File: src/hdl/ewh_pkg.sv
package ewh_pkg;

  localparam int EWH_NUM_BINS    = 256;
  localparam int EWH_QUEUE_DEPTH = 2;

  localparam logic OP_ADD  = 1'b0;
  localparam logic OP_READ = 1'b1;

  localparam logic [1:0] REG_LOWER_BOUND = 2'd0;
  localparam logic [1:0] REG_BIN_WIDTH   = 2'd1;
  localparam logic [1:0] REG_BIN_COUNT   = 2'd2;

  typedef struct packed {
    logic        opcode;
    logic [31:0] sample;
    logic [7:0]  bin_select;
  } req_t;

  typedef struct packed {
    logic [7:0]  bin_index;
    logic [31:0] bin_total;
  } rsp_t;

  typedef struct packed {
    logic       opcode;
    logic       zero_total;
    logic [7:0] bin_index;
  } entry_t;

endpackage

File: src/hdl/ewh_queue.sv
module ewh_queue import ewh_pkg::*; #(
  parameter int NUM_BINS = EWH_NUM_BINS,
  localparam int AW = (NUM_BINS > 1) ? $clog2(NUM_BINS) : 1
) (
  input  logic          clk,
  input  logic          rst,
  input  logic          push,
  input  entry_t        push_entry,
  input  logic [AW-1:0] push_addr,
  input  logic          pop,
  output entry_t        head_entry,
  output logic [AW-1:0] head_addr,
  output logic          empty,
  output logic          full
);

  localparam int DEPTH = EWH_QUEUE_DEPTH;
  localparam int PW    = (DEPTH > 1) ? $clog2(DEPTH) : 1;
  localparam int CW    = $clog2(DEPTH + 1);

  entry_t        entries [DEPTH];
  logic [AW-1:0] addrs   [DEPTH];
  logic [PW-1:0] wr_ptr;
  logic [PW-1:0] rd_ptr;
  logic [CW-1:0] count;

  assign empty      = (count == '0);
  assign full       = (count == CW'(DEPTH));
  assign head_entry = entries[rd_ptr];
  assign head_addr  = addrs[rd_ptr];

  always_ff @(posedge clk) begin
    if (rst) begin
      wr_ptr <= '0;
      rd_ptr <= '0;
      count  <= '0;
    end else begin
      if (push) begin
        wr_ptr <= (wr_ptr == PW'(DEPTH - 1)) ? '0 : wr_ptr + PW'(1);
      end
      if (pop) begin
        rd_ptr <= (rd_ptr == PW'(DEPTH - 1)) ? '0 : rd_ptr + PW'(1);
      end
      if (push && !pop) begin
        count <= count + CW'(1);
      end else if (pop && !push) begin
        count <= count - CW'(1);
      end
    end
  end

  always_ff @(posedge clk) begin
    if (push) begin
      entries[wr_ptr] <= push_entry;
      addrs[wr_ptr]   <= push_addr;
    end
  end

endmodule

File: config.mk
export PLATFORM = sky130hd
export DESIGN_NAME = ewh_queue
export DESIGN_NICKNAME = d
export VERILOG_FILES = /design/src/hdl/ewh_pkg.sv /design/src/hdl/ewh_queue.sv
export SDC_FILE = /design/constraint.sdc
export NUM_CORES = 1
export LEC_CHECK = 0
export CORE_MARGIN = 5
export CORE_UTILIZATION = 40
export DETAILED_ROUTE_END_ITERATION = 8
export DONT_BUFFER_PORTS = 1
export HOLD_SLACK_MARGIN = 0.12
export PLACE_DENSITY = 0.56
export REMOVE_ABC_BUFFERS = 1
export SLEW_MARGIN = 40
export SYNTH_ARGS = -nofsm -noshare
export SYNTH_HDL_FRONTEND = slang
export SYNTH_SLANG_ARGS = --single-unit
File: constraint.sdc
create_clock -name clk -period 1.9 [get_ports clk]
set_input_delay 0.285 -clock clk [delete_from_list [all_inputs] [get_ports clk]]
set_output_delay 0.285 -clock clk [all_outputs]
set_load 0.1 [all_outputs]
==> impl_metrics.env <==
export IMPL_post_route_min_period_ns=1.64
export IMPL_synth_most_common_cell="edfxtp_1"
export IMPL_status="complete, no violations"
export IMPL_design_area_mm2=0.00225
export IMPL_avgSynthCellArea_um2=19.3
export IMPL_die_width_um=71.3
export IMPL_vias_per_cell=4.56
export IMPL_remaining_drc_errors=0
export IMPL_clock_fmax_ghz=0.610
export IMPL_placed_cells=147
export IMPL_required_ns=1.62
export IMPL_dieArea_mm2=0.00509
export IMPL_n_antenna_cell=0
export IMPL_drt_pass1_iter_count=3
export IMPL_rows=22
export IMPL_hold_viol=0
export IMPL_first_iter_violations=29
export IMPL_rsz0062_at_grt="no"
export IMPL_cp_start_kind="register"
export IMPL_synth_ff_type="edfxtp_1"
export IMPL_placed_cell_area_mm2=0.00195
export IMPL_finalClockSkew_ns=0.00320
export IMPL_multiInputGateArea_um2=312
export IMPL_worst_slew_pin_slew_ns=0.494
export IMPL_fin_crit_sh_pct=86.3
export IMPL_wire_per_inst_um=13.9
export IMPL_yosys_top_cells_count="36 x edfxtp_1, 18 x mux2_2, 5 x dfxtp_1, 5 x nor2_1"
export IMPL_netlist_top_cells_area="edfxtp_1 72%, mux2_2 13%, dfxtp_1 6.7%"
export IMPL_root_buffer="clkbuf_8"
export IMPL_slew_headroom_pct=67.2
export IMPL_clkTransAtPathRegs_ns=0.07
export IMPL_report_final_slew_viol_count=0
export IMPL_cts_resized_gates=0
export IMPL_fin_util_pct=61.5
export IMPL_cts_sinks=41
export IMPL_nFillCells=267
export IMPL_synth_distinct_cells=16
export IMPL_ios=42
export IMPL_syn_inst=78
export IMPL_cts_buffers=5
export IMPL_criticalPathCategory="register to primary output"
export IMPL_min_path_type="primary input to register"
export IMPL_synthesis_area_mm2=0.00150
export IMPL_antenna_left=0
export IMPL_hold_ws_ns=0.160
export IMPL_reg2reg_slack_ns=0.69
export IMPL_finalWeightedCongestion=0.664
export IMPL_grt_pass1_wl_um=3900
export IMPL_wl_um=2420
export IMPL_cap_violations=0
export IMPL_seq_area_frac_synth_pct=78.5
export IMPL_antenna_found_initial=0
export IMPL_drive_gt1_share_pct=39.7
export IMPL_pwr_density_cell_mw_per_mm2=1100
export IMPL_grt_max_degree=19
export IMPL_regArea_mm2=0.00118
export IMPL_async_flop_share_pct=0
export IMPL_fin_cells=174
export IMPL_start_util_pct=41.1
export IMPL_design_core_area_mm2=0.00366
export IMPL_dp_hpwl_um=1680
export IMPL_die_height_um=71.3
export IMPL_area_growth_synth_to_final_pct=49.7
export IMPL_grt_total_usage_pct=10.5
export IMPL_vias=793
export IMPL_tns_ns=0
export IMPL_io_buffers=0
export IMPL_path_max_fanout=10
export IMPL_synth_top_area_cell="edfxtp_1"
export IMPL_leakage_nw=0.827
export IMPL_fin_nets=148
export IMPL_crit_path_end_kind="primary output"
export IMPL_clock_latency_ns=0.29
export IMPL_grt_ovfl_total=0
export IMPL_arrival_ns=1.36
export IMPL_ir_drop_v=0.000744
export IMPL_synth_edf_count=36
export IMPL_ys_seq_elements=41
export IMPL_synth_warnings=0
export IMPL_finalSetupViolations=0
export IMPL_htreeDepth=2
export IMPL_cts_tree="yes"
export IMPL_netlist_area_leader_share_pct=71.9
export IMPL_cts_buffer_depth=2
export IMPL_grt_pass1_vias=863
## cells in the final DEF (no fill, tap or decap), drive strengths merged
cell type / netlist / final
nor2: 5 / 5
dlygate4sd3: 0 / 19
o21ai: 1 / 1
xor2: 2 / 2
inv: 1 / 1
clkinv: 0 / 1
nor2b: 1 / 1
edfxtp: 36 / 36
bufinv: 0 / 1
xnor2: 2 / 2
and2b: 1 / 1
or3: 1 / 1
clkbuf: 0 / 6
buf: 2 / 23
a21oi: 1 / 1
mux2: 18 / 18
dfxtp: 5 / 5
and2: 1 / 1
ha: 1 / 1
## logic make-up (layout without fill, tap and decap cells)
kind of cell    count (synthesis)  count (layout)  share of synthesized area (%)
flops                          41              41                           78.5
mux                            18              18                           13.5
simple gates                    9               9                           3.08
buf+inv                         3              51                           1.08
fa+ha+maj                       1               1                          0.832
xor+xnor                        4               4                           2.33
compound gates                  2               2                          0.665
## routing by layer
| layer | global-route usage, % | vias up | share of wire, % |
|---|---|---|---|
| met4 | 5.64 | 0 | 2.1 |
| met5 | 0 | - | 0 |
| met1 | 9.32 | 376 | 35 |
| li1 | - | 387 | - |
| met2 | 18.6 | 24 | 54 |
| met3 | 6.17 | 6 | 8.7 |
## timing repair
item	4_1_cts	5_1_grt
hold buffers	19	0
endpoints found under the hold margin	41	0
buffers inserted	0	0
## cell type report
type	count	share of cell area (%)
Sequential cell	41	52.5
Clock inverter	2	1.50
Tap cell	48	2.67
Multi-Input combinational cell	34	13.8
Clock buffer	6	3.22
Timing Repair Buffer	42	26.1
Inverter	1	0.167
## worst paths after layout
path / start / to / cells after the start
worst min-delay path: push / wr_ptr / 2
worst max-delay path: register / head_addr[0] / 3
worst max register to register: wr_ptr / addrs[0][1] / 2
worst min register to register: count[1] / count[1] / 2
## power breakdown
group          total [mW]  internal, mW  leakage [nW]  switching (mW)
Sequential           1.07          1.05         0.379          0.0203
Clock               0.659         0.387        0.0528           0.271
Combinational       0.747         0.264         0.395           0.483
Total                2.47          1.70         0.827           0.775
## metrics by stage
step / power [mW] / setup WS [ns]
final: 2.47 / 0.260
after global routing: 2.58 / 0.177
after CTS: 2.50 / 0.226
after detailed placement: 1.80 / 0.550
after global placement: 1.80 / 0.578
after floorplan: 1.56 / 0.0332
## critical path: stages, from the launching register on
cell and delay, ns:
dfxtp_1 0.33, buf_4 0.19, mux2_2 0.38, buf_12 0.17
## registers in the layout (all words and copies together), names as in the netlist, named ones only
name / flops
entries: 20
rd_ptr: 1
count: 2
addrs: 16
wr_ptr: 1
Note: power is estimated with default switching activity, not from simulation.
