$ cat config.mk
export PLATFORM = sky130hd
export DESIGN_NAME = ewh_front
export DESIGN_NICKNAME = d
export VERILOG_FILES = /design/src/hdl/ewh_pkg.sv /design/src/hdl/ewh_front.sv
export SDC_FILE = /design/constraint.sdc
export NUM_CORES = 1
export LEC_CHECK = 0
export ABC_AREA = 0
export BUFFER_PORTS_ARGS = -buffer_cell sky130_fd_sc_hd__buf_2
export CAP_MARGIN = 10
export CORE_ASPECT_RATIO = 0.6
export CORE_MARGIN = 10
export CORE_UTILIZATION = 55
export DETAILED_ROUTE_END_ITERATION = 8
export GPL_TIMING_DRIVEN = 1
export PLACE_DENSITY = 0.78
export SETUP_SLACK_MARGIN = 0.02
export SYNTH_ARGS = -nofsm -noshare
export SYNTH_HDL_FRONTEND = slang
export SYNTH_SLANG_ARGS = --single-unit
export TNS_END_PERCENT = 50
$ cat constraint.sdc
create_clock -name clk -period 6.2 [get_ports clk]
set_clock_uncertainty 0.05 [all_clocks]
set_input_delay 0.62 -clock clk [delete_from_list [all_inputs] [get_ports clk]]
set_output_delay 0.62 -clock clk [all_outputs]
set_load 0.005 [all_outputs]
$ cat src/hdl/ewh_pkg.sv
package ewh_pkg;

  localparam int EWH_NUM_BINS    = 256;
  localparam int EWH_QUEUE_DEPTH = 2;

  localparam logic OP_ADD  = 1'b0;
  localparam logic OP_READ = 1'b1;

  localparam logic [1:0] REG_LOWER_BOUND = 2'd0;
  localparam logic [1:0] REG_BIN_WIDTH   = 2'd1;
  localparam logic [1:0] REG_BIN_COUNT   = 2'd2;

  typedef struct packed {
    logic        opcode;
    logic [31:0] sample;
    logic [7:0]  bin_select;
  } req_t;

  typedef struct packed {
    logic [7:0]  bin_index;
    logic [31:0] bin_total;
  } rsp_t;

  typedef struct packed {
    logic       opcode;
    logic       zero_total;
    logic [7:0] bin_index;
  } entry_t;

endpackage

$ cat src/hdl/ewh_front.sv
module ewh_front import ewh_pkg::*; #(
  parameter int NUM_BINS = EWH_NUM_BINS,
  localparam int AW = (NUM_BINS > 1) ? $clog2(NUM_BINS) : 1
) (
  input  logic          clk,
  input  logic          rst,
  input  logic          accept,
  input  req_t          request,
  input  logic [31:0]   lower_bound,
  input  logic [30:0]   bin_width,
  input  logic [8:0]    bin_count,
  output logic          idle,
  output logic          push,
  output entry_t        push_entry,
  output logic [AW-1:0] push_addr
);

  localparam logic [1:0] ST_IDLE = 2'd0;
  localparam logic [1:0] ST_DIV  = 2'd1;
  localparam logic [1:0] ST_FIN  = 2'd2;

  logic [1:0]    state;
  logic [4:0]    step;
  logic [31:0]   quo;
  logic [31:0]   rem;
  logic [AW-1:0] last;
  logic [32:0]   diff;
  logic [32:0]   diff_m1;
  logic          diff_le0;
  logic          sel_in_range;
  logic [31:0]   trial;
  logic          trial_ge;
  logic [31:0]   bc_wide;

  always_comb begin
    bc_wide = 32'(bin_count);
    if (bc_wide == 32'd0) begin
      last = '0;
    end else if (bc_wide > 32'(NUM_BINS)) begin
      last = AW'(NUM_BINS - 1);
    end else begin
      last = AW'(bc_wide - 32'd1);
    end
  end

  assign diff     = {request.sample[31], request.sample} - {lower_bound[31], lower_bound};
  assign diff_m1  = diff - 33'd1;
  assign diff_le0 = diff[32] | (diff == 33'd0);
  assign sel_in_range = 32'(request.bin_select) < 32'(NUM_BINS);

  assign trial    = {rem[30:0], quo[31]};
  assign trial_ge = trial >= {1'b0, bin_width};

  assign idle = (state == ST_IDLE);

  always_comb begin
    push       = 1'b0;
    push_entry = '0;
    push_addr  = '0;
    if (state == ST_IDLE && accept) begin
      if (request.opcode == OP_READ) begin
        push                  = 1'b1;
        push_entry.opcode     = OP_READ;
        push_entry.zero_total = !sel_in_range;
        push_entry.bin_index  = request.bin_select;
        push_addr             = sel_in_range ? AW'(request.bin_select) : '0;
      end else if (diff_le0) begin
        push              = 1'b1;
        push_entry.opcode = OP_ADD;
      end else if (bin_width == 31'd0) begin
        push                 = 1'b1;
        push_entry.opcode    = OP_ADD;
        push_entry.bin_index = 8'(last);
        push_addr            = last;
      end
    end else if (state == ST_FIN) begin
      push              = 1'b1;
      push_entry.opcode = OP_ADD;
      if (quo > 32'(last)) begin
        push_addr = last;
      end else begin
        push_addr = AW'(quo);
      end
      push_entry.bin_index = 8'(push_addr);
    end
  end

  always_ff @(posedge clk) begin
    if (rst) begin
      state <= ST_IDLE;
      step  <= '0;
    end else begin
      case (state)
        ST_IDLE: begin
          if (accept && request.opcode == OP_ADD && !diff_le0 && bin_width != 31'd0) begin
            state <= ST_DIV;
            step  <= '0;
          end
        end
        ST_DIV: begin
          step <= step + 5'd1;
          if (step == 5'd31) begin
            state <= ST_FIN;
          end
        end
        ST_FIN: begin
          state <= ST_IDLE;
        end
        default: begin
          state <= ST_IDLE;
        end
      endcase
    end
  end

  always_ff @(posedge clk) begin
    if (state == ST_IDLE) begin
      quo <= diff_m1[31:0];
      rem <= '0;
    end else if (state == ST_DIV) begin
      if (trial_ge) begin
        rem <= trial - {1'b0, bin_width};
      end else begin
        rem <= trial;
      end
      quo <= {quo[30:0], trial_ge};
    end
  end

endmodule

==> impl_metrics.json, run 1 <==
{
  "status": "finished clean",
  "place_inst": 1430,
  "synth.ff_latch_count": 70,
  "gp_congestion": 1.021,
  "cp_slowest_cell": "a221oi_1",
  "yosys-mux-area-fraction_pct": 1.441,
  "synth-edff-count": 32,
  "finalHoldViolCount": 0,
  "start_util_pct": 56.07,
  "die_h_um": 116.8,
  "async_reset_ff_share_pct": 0,
  "ios": 136,
  "power_density_nw_per_um2": 186.2,
  "drtAntennaViolNets": 0,
  "synthSimpleGateAreaFrac_pct": 24.30,
  "cts_tree": "built",
  "antennaDiodeCount": 0,
  "slowest_delay_ns": 0.61,
  "max_cap_viol_count": 0,
  "pre_cts_slack_ns": 0.8894,
  "routed_wl_um": 25400,
  "area_growth_pct": 11.98,
  "grt_pass1_vias": 8464,
  "rows": 35,
  "cp_cell_sequence": "buf_2, inv_1, ha_1, fa_1, nor2b_4, o211ai_4, a41oi_1, and3_1, or4b_1, o2111ai_1, or3b_1, nand4bb_1, nand4_1, a221oi_1, buf_2",
  "fin_ws_ns": 0.7596,
  "slew_viol_final": 0,
  "clock-root-buffer": "clkbuf_16",
  "p_leak_uw": 0.004242,
  "clock_latency_ns": 0.34,
  "critPathKind": "in -> out",
  "seq_area_um2": 1722,
  "hold_start": "rem[11]$_SDFFE_PP0P_",
  "setup_viol": 0,
  "postSynthCellCount": 1145,
  "grt_max_degree": 60,
  "final.period_utilization_pct": 87.75,
  "path_clk_slew_ns": 0.06,
  "end_kind": "output port",
  "maxSlewHeadroom_pct": 36.77,
  "rr_startpoint": "rem[22]$_SDFFE_PP0P_",
  "cts_sinks": 70,
  "post-synth-top-count-cell": "nand2_1",
  "remaining_drc_errors": 0,
  "numCtsBuffers": 9,
  "yosys.area.top_type": "ha_1",
  "grt_first_pass_wirelength_um": 41790,
  "wl_per_cell_um": 17.56,
  "synth.distinct_cells": 93,
  "num_vias": 9102,
  "setup_tns_ns": 0,
  "hp-class": "reg -> reg",
  "drive_gt1_share_pct": 15.45,
  "fin_nets": 1434,
  "synth-compound-area-share_pct": 28.15,
  "synth_top_family_by_area": "compound AO/OA/AOI/OAI gates",
  "final_core_util_pct": 62.78,
  "rsz0062_at_grt": "false",
  "synthAdderAreaFrac_pct": 11.82,
  "drt-initial-drc-count": 1024,
  "design_area_um2": 9623,
  "worst-slew-pin-transition_ns": 0.9462,
  "dieArea_um2": 21190,
  "synthXorXnorAreaFrac_pct": 7.135,
  "final_cells": 1446,
  "synth_area_leaders": "ha_1, edfxtp_1, dfxtp_1",
  "required_ns": 5.53,
  "dpl_cell_area_um2": 9300,
  "synth.top_cell.area_share_pct": 11.36,
  "antenna_found_initial": 0,
  "ys.flop_type": "dfxtp_1",
  "hold_buffers": 0,
  "synthTopCellsByCount": "nand2_1, o21ai_0, inv_1, nor2_1, ha_1",
  "port_buffers": 134,
  "firstDrtPassIters": 5,
  "clock_path_buffers": 2,
  "die_w_um": 181.4,
  "overflow": 0,
  "core_area_um2": 15330,
  "crit_top_cell": "buf_2",
  "yosys_warnings": 0,
  "crit_fanout": 8,
  "fillers": 1415,
  "dpl.hpwl_um": 20410,
  "cp.arrival_ns": 4.77,
  "startpoint_type": "input pin",
  "multi_input_area_um2": 6282,
  "synth.avg_cell_area_um2": 7.505,
  "syn-cell-area_um2": 8593,
  "synth_nets": 1341,
  "timing.fmax_ghz": 0.1838,
  "post_cts_resized": 0,
  "yosysSeqAreaShare_pct": 20.03,
  "postCtsSetupRepairBufs": 0,
  "cts_max_level": 3,
  "max-vdd-ir-drop_mv": 0.1660,
  "fin_crit_ns": 5.440,
  "vias_per_cell": 6.295,
  "cp-startpoint": "request[8]",
  "grt_use_total_pct": 23.29
}
## per-stage QoR
| step | hold WS, ns | total power [µW] |
|---|---|---|
| 2_1_floorplan | 0.4001 | 1044 |
| 3_3_place_gp | 0.4203 | 1211 |
| 3_5_place_dp | 0.4278 | 1222 |
| 4_1_cts | 0.4348 | 1782 |
| 5_1_grt | 0.4788 | 1897 |
| 6_report | 0.4401 | 1792 |
## layer usage
metal | GRT usage (%) | wire (µm) | vias up
met2 | 32.21 | 9719 | 458
met1 | 35.15 | 12570 | 4224
met3 | 6.570 | 2952 | 14
met4 | 3.400 | 151 | 0
met5 | 0 | 0 | -
li1 | - | - | 4406
## placed cells by master, fill, tap and decap left out, types with 8 or more instances in the layout
cell and count:
o21ai_0 92, nand2_1 122, xnor2_1 44, nand3_1 21
a31oi_1 14, a21oi_1 74, a211oi_1 12, or3_1 10
o21ai_1 16, dfxtp_1 38, and3_1 19, xor2_1 26
nor2b_1 11, nand2b_1 11, edfxtp_1 32, nor4_1 23
mux2i_1 9, buf_2 134, inv_1 86, o31ai_1 11
a221oi_1 9, nand4_1 20, clkbuf_16 9, o211ai_1 8
ha_1 78, nor2_1 86, and2_1 15, a21o_1 25
o21a_1 15, nor3_1 26
## final timing paths
path,end,slack (ns),depth (start not counted)
hold / removal,rem[11]$_SDFFE_PP0P_,0.44,2
hold reg to reg,rem[11]$_SDFFE_PP0P_,0.44,2
setup / recovery,push_entry[3],0.76,15
setup reg to reg,rem[14]$_SDFFE_PP0P_,1.86,11
## registers in the layout, indices dropped and copies added, names as in the netlist
name and count:
step 5, rem 31, quo 32, state 2
## power by group
part | internal [µW] | switching (µW)
logic | 251 | 372
registers | 557 | 49.9
clock network | 353 | 208
## logic make-up (layout without fill, tap and decap cells)
family,count (synthesis),in the layout
simple gates,405,405
compound gates,362,362
other cells,1,1
buf+inv,145,243
flops,70,70
xor+xnor,70,70
fa+ha+maj,80,80
mux,12,12
## cell type report
| type | instances | share of cell area [%] |
|---|---|---|
| clock inverter | 7 | 1.014 |
| timing repair buffer | 140 | 7.437 |
| multi-input combinational | 930 | 65.28 |
| inverter | 87 | 3.394 |
| clock buffer | 9 | 2.340 |
| sequential | 70 | 17.89 |
| tap | 203 | 2.639 |
## worst max-delay path, delay by kind of cell
family                     cells  cell delay, ns
and+or+nand+nor                6            1.77
AOI/OAI and AO/OA              4            1.36
adders and majority gates      2            0.67
buffers and inverters          3            0.34
Power figures use the tool's default switching activity.
==> inputs of run 2 (changes only) <==
--- a/config.mk
+++ b/config.mk
@@ -6,15 +6,16 @@
 export NUM_CORES = 1
 export LEC_CHECK = 0
 export ABC_AREA = 0
-export BUFFER_PORTS_ARGS = -buffer_cell sky130_fd_sc_hd__buf_2
 export CAP_MARGIN = 10
 export CORE_ASPECT_RATIO = 0.6
 export CORE_MARGIN = 10
 export CORE_UTILIZATION = 55
 export DETAILED_ROUTE_END_ITERATION = 8
+export DONT_BUFFER_PORTS = 1
 export GPL_TIMING_DRIVEN = 1
-export PLACE_DENSITY = 0.78
+export PLACE_DENSITY = 0.7
 export SETUP_SLACK_MARGIN = 0.02
+export SLEW_MARGIN = 40
 export SYNTH_ARGS = -nofsm -noshare
 export SYNTH_HDL_FRONTEND = slang
 export SYNTH_SLANG_ARGS = --single-unit
==> impl_metrics.json, run 2 (synthesized netlist as in run 1, its figures left out) <==
{
  "cp_slowest_cell": "a221oi_1",
  "maxSlewHeadroom_pct": 47.85,
  "end_kind": "output port",
  "clock_path_buffers": 2,
  "largest_registers": "quo (32), rem (31), step (5)",
  "dieArea_um2": 21190,
  "rr_startpoint": "rem[22]$_SDFFE_PP0P_",
  "rows": 35,
  "ios": 136,
  "firstDrtPassIters": 8,
  "fin_crit_ns": 5.678,
  "largest_register": "quo",
  "slowest_delay_ns": 0.58,
  "clock-root-buffer": "clkbuf_16",
  "cts_max_level": 3,
  "dpl.hpwl_um": 19880,
  "timing.fmax_ghz": 0.1761,
  "p_leak_uw": 0.003690,
  "grt_use_total_pct": 22.54,
  "post_cts_resized": 0,
  "layout_commonest_cell": "nand2_1",
  "core_area_um2": 15330,
  "overflow": 0,
  "path_clk_slew_ns": 0.05,
  "routed_wl_um": 24440,
  "die_h_um": 116.8,
  "grt_pass1_vias": 7596,
  "rsz0062_at_grt": "false",
  "area_growth_pct": 3.902,
  "drt-initial-drc-count": 818,
  "fillers": 1426,
  "startpoint_type": "input pin",
  "postCtsSetupRepairBufs": 0,
  "status": "finished clean",
  "fin_nets": 1304,
  "cts_sinks": 70,
  "worst-slew-pin-transition_ns": 0.7776,
  "antennaDiodeCount": 0,
  "drtAntennaViolNets": 0,
  "hold_buffers": 0,
  "max-vdd-ir-drop_mv": 0.1317,
  "hold_start": "rst",
  "numCtsBuffers": 9,
  "wl_per_cell_um": 18.57,
  "most-common-layout-cells": "nand2_1, o21ai_0, inv_1, nor2_1, ha_1",
  "drive_gt1_share_pct": 5.571,
  "crit_fanout": 10,
  "required_ns": 5.53,
  "clock_latency_ns": 0.34,
  "setup_viol": 0,
  "crit_top_cell": "o21a_1",
  "start_util_pct": 56.07,
  "worst_hold_slack_ns": 0.3485,
  "finalHoldViolCount": 0,
  "design_area_um2": 8929,
  "port_buffers": 0,
  "final_core_util_pct": 58.25,
  "power_density_nw_per_um2": 183.3,
  "cp-startpoint": "bin_count[3]",
  "setup_tns_ns": 0,
  "die_w_um": 181.4,
  "antenna_found_initial": 0,
  "gp_congestion": 0.9521,
  "power_uw": 1637,
  "cts_tree": "built",
  "cp_top_family": "compound AO/OA/AOI/OAI gates",
  "vias_per_cell": 6.399,
  "num_vias": 8421,
  "cp.arrival_ns": 5.01,
  "dpl_cell_area_um2": 8657,
  "final.period_utilization_pct": 91.59,
  "path_buf_inv": 2,
  "largest_reg_flops": 32,
  "hp-class": "in -> reg",
  "max_cap_viol_count": 0,
  "critPathKind": "in -> out",
  "cp_cell_sequence": "nor2_1, nand2_1, or3_1, nor3b_1, and2_1, a21o_1, ha_1, nor2b_1, o21a_1, o21a_1, o21a_1, o21a_1, o21ai_0, a31oi_1, nor2_1, buf_4, a22oi_1, a221oi_1, buf_4",
  "slew_viol_final": 0,
  "grt_max_degree": 60,
  "grt_first_pass_wirelength_um": 39860,
  "remaining_drc_errors": 0
}
-- run 2: worst reg2reg max path, cell delays in order, from the launching register on --
cell and delay [ns]:
dfxtp_1 0.33, ha_1 0.36, a2111o_1 0.45, a2111oi_0 0.38, nor3_1 0.13, a221o_1 0.33
a221oi_1 0.45, a31oi_1 0.25, o32ai_4 0.37, buf_4 0.40, a2111oi_0 0.13, or3_1 0.39
-- run 2: stage by stage --
stage,setup WS (ns),instances
6_report,0.5217,1316
5_1_grt,0.1810,1316
2_1_floorplan,1.159,1145
3_3_place_gp,0.8512,1299
3_5_place_dp,0.6312,1299
4_1_cts,0.6114,1315
-- run 2: layout make-up --
cell class,instances,area [µm²],share of cell area (%)
clock buffer,11,232.7,2.607
clock inverter,5,27.53,0.3083
inverter,87,326.6,3.658
multi-input combinational,930,6287,70.42
sequential,70,1722,19.28
tap,203,254.0,2.845
timing repair buffer,10,78.83,0.8828
-- run 2: power by group --
part           leakage [µW]  switching [µW]  internal [µW]  total [µW]
registers          0.000650            45.9            557         603
logic               0.00291             348            224         572
clock network      0.000129             194            268         461
-- run 2: routing by layer --
| metal | vias up | track usage (%) | routed length [µm] |
|---|---|---|---|
| li1 | 4160 | - | - |
| met1 | 3837 | 34.57 | 12590 |
| met2 | 411 | 29.65 | 8972 |
| met3 | 13 | 7.492 | 2764 |
| met4 | 0 | 3.076 | 109 |
| met5 | - | 0 | 0 |
-- run 2: worst paths after layout --
path	slack, ns	to	cells after the start
min	0.35	state[0]$_SDFFE_PP0P_	1
max reg2reg	2.06	rem[14]$_SDFFE_PP0P_	11
max	0.52	push_entry[3]	19
min reg2reg	0.44	rem[25]$_SDFFE_PP0P_	2
==> inputs of run 3 (changes only) <==
--- a/config.mk
+++ b/config.mk
@@ -14,6 +14,7 @@
 export DONT_BUFFER_PORTS = 1
 export GPL_TIMING_DRIVEN = 1
 export PLACE_DENSITY = 0.7
+export RECOVER_POWER = 100
 export SETUP_SLACK_MARGIN = 0.02
 export SLEW_MARGIN = 40
 export SYNTH_ARGS = -nofsm -noshare
==> impl_metrics.json, run 3 (synthesized netlist as in run 1, its figures left out) <==
{
  "fillers": 1438,
  "final_core_util_pct": 57.64,
  "fin_nets": 1304,
  "post_cts_resized": 0,
  "numCtsBuffers": 9,
  "end_kind": "output port",
  "wl_per_cell_um": 18.53,
  "antennaDiodeCount": 0,
  "final_cells": 1316,
  "drt-initial-drc-count": 852,
  "die_h_um": 116.8,
  "antenna_found_initial": 0,
  "port_buffers": 0,
  "place_inst": 1299,
  "power_frac_comb_pct": 34.7,
  "dpl.hpwl_um": 19880,
  "finalHoldViolCount": 0,
  "max_cap_viol_count": 2,
  "gp_congestion": 0.9521,
  "power_density_nw_per_um2": 184.3,
  "largest_registers": "quo (32), rem (31), step (5)",
  "p_sw_uw": 581.0,
  "required_ns": 5.53,
  "clock-root-buffer": "clkbuf_16",
  "switching_share_pct": 35.68,
  "fin_crit_ns": 5.702,
  "drtAntennaViolNets": 0,
  "multi_input_area_um2": 6216,
  "cts_tree": "built",
  "violations": "capacitance limit, slew limit",
  "crit_fanout": 10,
  "startpoint_type": "input pin",
  "layout_commonest_cell": "nand2_1",
  "rows": 35,
  "ios": 136,
  "path_clk_slew_ns": 0.05,
  "vias_per_cell": 6.358,
  "overflow": 0,
  "slew_viol_final": 79,
  "die_w_um": 181.4,
  "grt_max_degree": 60,
  "critPathKind": "in -> out",
  "hold_buffers": 0,
  "cp.arrival_ns": 5.03,
  "max-vdd-ir-drop_mv": 0.1318,
  "rsz0062_at_grt": "false",
  "cts_max_level": 3,
  "start_util_pct": 56.07,
  "power_uw": 1628,
  "area_growth_pct": 2.810,
  "grt_use_total_pct": 22.54,
  "largest_register": "quo",
  "timing.fmax_ghz": 0.1754,
  "clock_path_buffers": 2,
  "core_area_um2": 15330,
  "most-common-layout-cells": "nand2_1, o21ai_0, inv_1, nor2_1, ha_1",
  "worst-slew-pin-transition_ns": 2.001,
  "status": "finished with violations",
  "dieArea_um2": 21190,
  "grt_pass1_vias": 7596,
  "grt_first_pass_wirelength_um": 39860,
  "seqPwrFrac_pct": 37.0,
  "cp_slowest_cell": "a221oi_1",
  "final.period_utilization_pct": 91.97,
  "largest_reg_flops": 32,
  "maxSlewHeadroom_pct": -33.42,
  "hp-class": "in -> reg",
  "cts_sinks": 70,
  "crit_top_cell": "o21a_1",
  "seq_area_um2": 1722,
  "p_leak_uw": 0.003655,
  "num_vias": 8367,
  "setup_tns_ns": 0,
  "remaining_drc_errors": 0,
  "setup_viol": 0,
  "clock_power_share_pct": 28.2,
  "worst_hold_slack_ns": 0.3485,
  "firstDrtPassIters": 7,
  "drive_gt1_share_pct": 4.223,
  "clock_latency_ns": 0.33,
  "p_int_uw": 1047,
  "postCtsSetupRepairBufs": 0,
  "cp_cell_sequence": "nor2_1, nand2_1, or3_1, nor3b_1, and2_0, a21o_1, ha_1, nor2b_1, o21a_1, o21a_1, o21a_1, o21a_1, o21ai_0, a31oi_1, nor2_1, buf_4, a22oi_1, a221oi_1, clkbuf_1",
  "routed_wl_um": 24390,
  "slowest_delay_ns": 0.58
}
run 3: stage by stage:
stage | worst slack (ns) | area, µm²
after global routing | 0.1512 | 8835
after floorplan | 1.159 | 8593
after CTS | 0.6114 | 8917
after global placement | 0.8512 | 8652
after detailed placement | 0.6312 | 8657
final | 0.4982 | 8835
run 3: per-layer routing:
metal / GRT usage [%] / wire length (µm)
met5: 0 / 0
met4: 3.076 / 116
met2: 29.65 / 8930
met1: 34.57 / 12680
met3: 7.492 / 2653
run 3: area by class of cell:
type | instances | area share (%)
Multi-Input combinational cell | 930 | 70.36
Inverter | 87 | 3.696
Clock inverter | 5 | 0.3116
Timing Repair Buffer | 10 | 0.6373
Tap cell | 203 | 2.875
Sequential cell | 70 | 19.49
Clock buffer | 11 | 2.634
run 3: critical path: cells and delay by family:
family / cells / cell delay, ns
AO/OA/AOI/OAI: 9 / 1.99
adder cells (fa/ha/maj): 1 / 0.26
buffers and inverters: 2 / 0.42
AND/OR/NAND/NOR: 7 / 1.76
run 3: power by group through the flow:
stage	Clock (µW)	Combinational (µW)	Sequential, µW
5_1_grt	493	634	610
3_3_place_gp	0	552	609
4_1_cts	471	562	602
3_5_place_dp	0	559	610
6_report	459	566	603
2_1_floorplan	0	453	591
run 3: worst paths after layout:
path                            depth (start not counted)                  from               endpoint  slack, ns
worst max-delay path                                   19          bin_count[3]          push_entry[3]       0.50
worst min register to register                          2  rem[25]$_SDFFE_PP0P_   rem[25]$_SDFFE_PP0P_       0.44
worst min-delay path                                    1                   rst  state[0]$_SDFFE_PP0P_       0.35
worst max register to register                         11  rem[22]$_SDFFE_PP0P_   rem[14]$_SDFFE_PP0P_       1.08
